`src/hw/rtl/rcdsa_pkg.sv`:
```
// Shared types and constants for the reference-counted descriptor slot allocator.
`timescale 1ns / 1ps
`default_nettype none

package rcdsa_pkg;

  localparam int GLOBAL_SLOTS_DEF = 1024;
  localparam int LOCAL_SLOTS_DEF  = 256;
  localparam int COUNT_BITS_DEF   = 16;

  localparam int OP_W        = 3;
  localparam int SLOT_IN_W   = 10;
  localparam int FD_W        = 8;
  localparam int STATUS_W    = 2;
  localparam int VALUE_W     = 10;
  localparam int WORD_W      = 32;
  localparam int WORD_IDX_W  = 5;

  typedef enum logic [OP_W-1:0] {
    OP_ALLOC   = 3'd0,
    OP_ADD_REF = 3'd1,
    OP_RELEASE = 3'd2,
    OP_CLOSE   = 3'd3,
    OP_DUP     = 3'd4,
    OP_DUP3    = 3'd5
  } op_e;

  typedef enum logic [STATUS_W-1:0] {
    STS_OK    = 2'd0,
    STS_FULL  = 2'd1,
    STS_BAD   = 2'd2,
    STS_COUNT = 2'd3
  } status_e;

  typedef enum logic [4:0] {
    S_CLEAR,
    S_IDLE,
    S_DECODE,
    S_BM_RD,
    S_BM_CHK,
    S_LV_SCAN,
    S_LM_RD,
    S_LM_GOT,
    S_LM_RD2,
    S_LM_GOT2,
    S_T_RD,
    S_T_CHK,
    S_CNT_RD,
    S_CNT_CHK,
    S_T_WR,
    S_FB_RD,
    S_FB_WR,
    S_RESP
  } state_e;

  typedef struct packed {
    logic                  found;
    logic [WORD_IDX_W-1:0] idx;
  } ffz_res_t;

endpackage

`default_nettype wire

```
`src/hw/rtl/rcdsa_ffz.sv`:
```
// Find-first-zero unit that returns the lowest clear bit of one word.
`timescale 1ns / 1ps
`default_nettype none

module rcdsa_ffz (
  input  wire logic [rcdsa_pkg::WORD_W-1:0] word_i,
  output rcdsa_pkg::ffz_res_t               res_o
);

  always_comb begin
    res_o = '0;
    for (int b = rcdsa_pkg::WORD_W - 1; b >= 0; b--) begin
      if (!word_i[b]) begin
        res_o.found = 1'b1;
        res_o.idx   = rcdsa_pkg::WORD_IDX_W'(b);
      end
    end
  end

endmodule

`default_nettype wire

```
`config.mk`:
```
export PLATFORM = sky130hd
export DESIGN_NAME = rcdsa_ffz
export DESIGN_NICKNAME = d
export VERILOG_FILES = /design/src/hw/rtl/rcdsa_pkg.sv /design/src/hw/rtl/rcdsa_ffz.sv
export SDC_FILE = /design/constraint.sdc
export NUM_CORES = 1
export LEC_CHECK = 0
export BUFFER_PORTS_ARGS = -buffer_cell sky130_fd_sc_hd__buf_2
export CORE_AREA = 8 8 45 47
export DETAILED_ROUTE_END_ITERATION = 10
export DIE_AREA = 0 0 53 55
export PLACE_DENSITY = 0.68
export SETUP_SLACK_MARGIN = 0.5
export SLEW_MARGIN = 20
export SYNTH_ARGS = -nofsm -noshare
export SYNTH_HDL_FRONTEND = slang
export SYNTH_SLANG_ARGS = --single-unit
```
`constraint.sdc`:
```
create_clock -name vclk -period 0.97
set_input_delay 0.0485 -clock vclk [all_inputs]
set_output_delay 0.0485 -clock vclk [all_outputs]
set_load 0.02 [all_outputs]
```
== After elaboration in Yosys (flattened, before gate mapping) ==
Cells that the tools add are included.
W data, S select, Z words.
Storage, ports and cells
  bits in registers: 0
  input port bits: 32
  output and inout port bits: 6
  logic and storage cells: 32
Operators by class
  muxes and demuxes: 32
Operator list (count)
  $mux W6: 32

== Logic depth before layout (Yosys ltp) ==
  depth after elaboration: 32
  gate-level depth with buffers: 5
  gate-level depth less buffers: 5

== Worst setup path after synthesis ==
Ideal clock, no wire load.
  kind: input port to output port
  start: in word_i[2] (netlist name)
  end: out res_o[4] (netlist name)
  arrival time: 1055 ps
  required time: 922 ps
  slack: -134 ps
  stages: 3
  path buffers: 0
  cell sequence: nand4_1 > or3_4 > nor4_2
RTL lines
  start: declaration: RTL line rcdsa_ffz.sv:6  | input wire logic [rcdsa_pkg::WORD_W-1:0] word_i,
  end: declaration: RTL line rcdsa_ffz.sv:7  | output rcdsa_pkg::ffz_res_t res_o

==> summary.txt <==
Outcome
  – Outcome: finished, violations left
  – Failing checks: setup timing

Global routing
  – Global-route wire length before repair: 3049 µm
  – GRT Total Usage: 12.65%
  – Grt ovf: 0
  – Largest net degree at the start of global routing: 6
  – Initial antenna violation count: 0
  – Vias in the first global route: 769

Timing
  – Final period utilization: 113.5%
  – Worst Tran Pin Value: around 0.22 ns
  – Final WS setup: -0.1313 ns
  – RSZ-0062 raised after global routing: true
  – Setup-failing EPs final: 6
  – Slew HR: 85.18%
  – Max Clk Rate: 0.9080 GHz
  – Minimum clock period: approximately 1.1 ns
  – Max-slew violations: 0
  – Endpoints failing hold: 0

Pwr
  – Total power: around 0.00033 W
  – PD cells: 334.7 nW/µm²
  – Max VDD drop: between 0.00015 and 0.0002 V
  – P_leak: roughly 0.46 nW

Worst setup path
  – Critical path class: in2out
  – CP startpoint kind: primary input
  – Nature of the critical path endpoint: primary output
  – Crit-path max FO: 2
  – CP Data Required Time: 0.92 ns
  – Crit path DAT: between 1 and 1.5 ns

Synth
  – Synthesized area: 382.9 µm²
  – Synth Instances: approximately 70
  – Distinct cells, synth: 24
  – Synth top area share: roughly 15%
  – Yosys warns: 0
  – Seq/Total Area, Yosys: 0%
  – Syn_nets: 100
  – Synthesized area per cell: 5.630 µm²
  – Synth area leaders: nand4_1 (15%), nand2_1 (9.8%), a21oi_1 (9.2%)
  – Post-synth top area cell: nand4_1

Final layout
  – Ratio of cells with drive above 1 in the final layout: 65.89%
  – Fillers: about 120
  – Layout area overhead: 155.2%
  – Clock buffers: 0
  – Final instance area: a little under 1000 µm²
  – Reg area: 0 µm²
  – Commonest non-fill, non-tap cell in the layout: buf_2
  – Ant. Diodes: 0
  – Core Util, Final: 70.61%
  – Final Net Count: ~160
  – Number of sequential cells: 0
  – Most frequent cells in the layout: buf_2 (24), buf_4 (21), buf_6 (14), nand4_1 (9)

Routing
  – Total wire length: 1898 µm
  – Vias: 762
  – DRT antenna net count: 0
  – Wire per inst: 13.09 µm
  – DR iter-0 viols: 7
  – Residual DRC: 0
  – DR pass1 iterations: 4
  – Vias per inst: 5.255

Placed design
  – Gpl congestion: 0.8353
  – DP Area: 817.0 µm²
  – Number of buffers added on ports: 38
  – DP HPWL: 1552 µm

Min path
  – Worst Hold End: res_o[1]
  – Worst hold stages: 4
  – Hold_sp: word_i[8]
  – Worst hold path type: in2out

Die
  – Effective utilization at floorplan: around 28%
  – Die area: approximately 2900 µm²
  – Std cell rows: 14
  – I/O pin count: 38
  – Chip Width: 53 µm
  – Die height: approximately 55 µm
  – Core region area: between 1000 and 1500 µm²

Job
  – Max-cap viol count: 0
[how the worst max path moves through the flow]
stage	from	to	slack (ns)	cells past startpoint
3_3_place_gp	word_i[24]	res_o[3]	-0.12	6
2_1_floorplan	word_i[2]	res_o[4]	0.07	3
6_report	word_i[28]	res_o[3]	-0.13	6
4_1_cts	word_i[28]	res_o[3]	-0.12	6
5_1_grt	word_i[28]	res_o[4]	-0.19	6
3_5_place_dp	word_i[29]	res_o[4]	-0.15	6
[power breakdown]
| group | switching [W] | internal, W |
|---|---|---|
| clock | 0 | 0 |
| sequential | 0 | 0 |
| combinational | 0.000149 | 0.000178 |
[per-layer routing]
layer  GRT usage [%]  wire [µm]  vias up
li1                -          -      389
met1           13.90        781      343
met2           26.17        948       28
met3           1.604        158        2
met4               0         10        0
met5               0          0        -
[critical path: stages]
cell and delay, ns:
buf_6 0.07, nand4_1 0.13, or3_4 0.38, a211oi_2 0.25
nor2_2 0.05, buf_6 0.13
[metrics by stage]
stage                     hold slack (ns)  setup slack [ns]  instances  TNS [ns]
final                              0.5021           -0.1313        145   -0.4838
after global routing               0.5215           -0.1882        145   -0.8386
after floorplan                    0.2413           0.06878         68         0
after detailed placement           0.5155           -0.1463        143   -0.6863
after global placement             0.5134           -0.1215        143   -0.5379
after CTS                          0.5035           -0.1163        145   -0.4430
[kinds of logic (layout without fill, tap and decap cells)]
group	after synthesis	after routing	synth area share (%)
AND/OR/NAND/NOR	35	35	52.61
AO/OA/AOI/OAI	26	26	40.52
buffers and inverters	7	68	6.864
[repair_timing]
item	4_1_cts	5_1_grt
endpoints found under the setup margin	6	6
buffers inserted	2	0
resized for setup	25	9
hold buffers	0	0
pin swaps	11	11
[cell type report]
class	count	area, µm²	area share (%)
multi-input cells	61	465.4	47.63
well taps	16	20.02	2.049
repair buffers	61	465.4	47.63
inverters	7	26.28	2.689
[cells in the mapped netlist, drive strengths merged]
cell,number
a21oi,7
a211oi,1
o21ai,8
nor4,1
o21bai,1
nand2,12
inv,7
nor3,2
a221oi,1
nand4,9
o211ai,2
and4,1
nor2b,1
nor2,4
a21o,1
o2111ai,1
a31oi,4
or3,2
nand3,3
No activity file was read; power rests on OpenSTA's default activity.
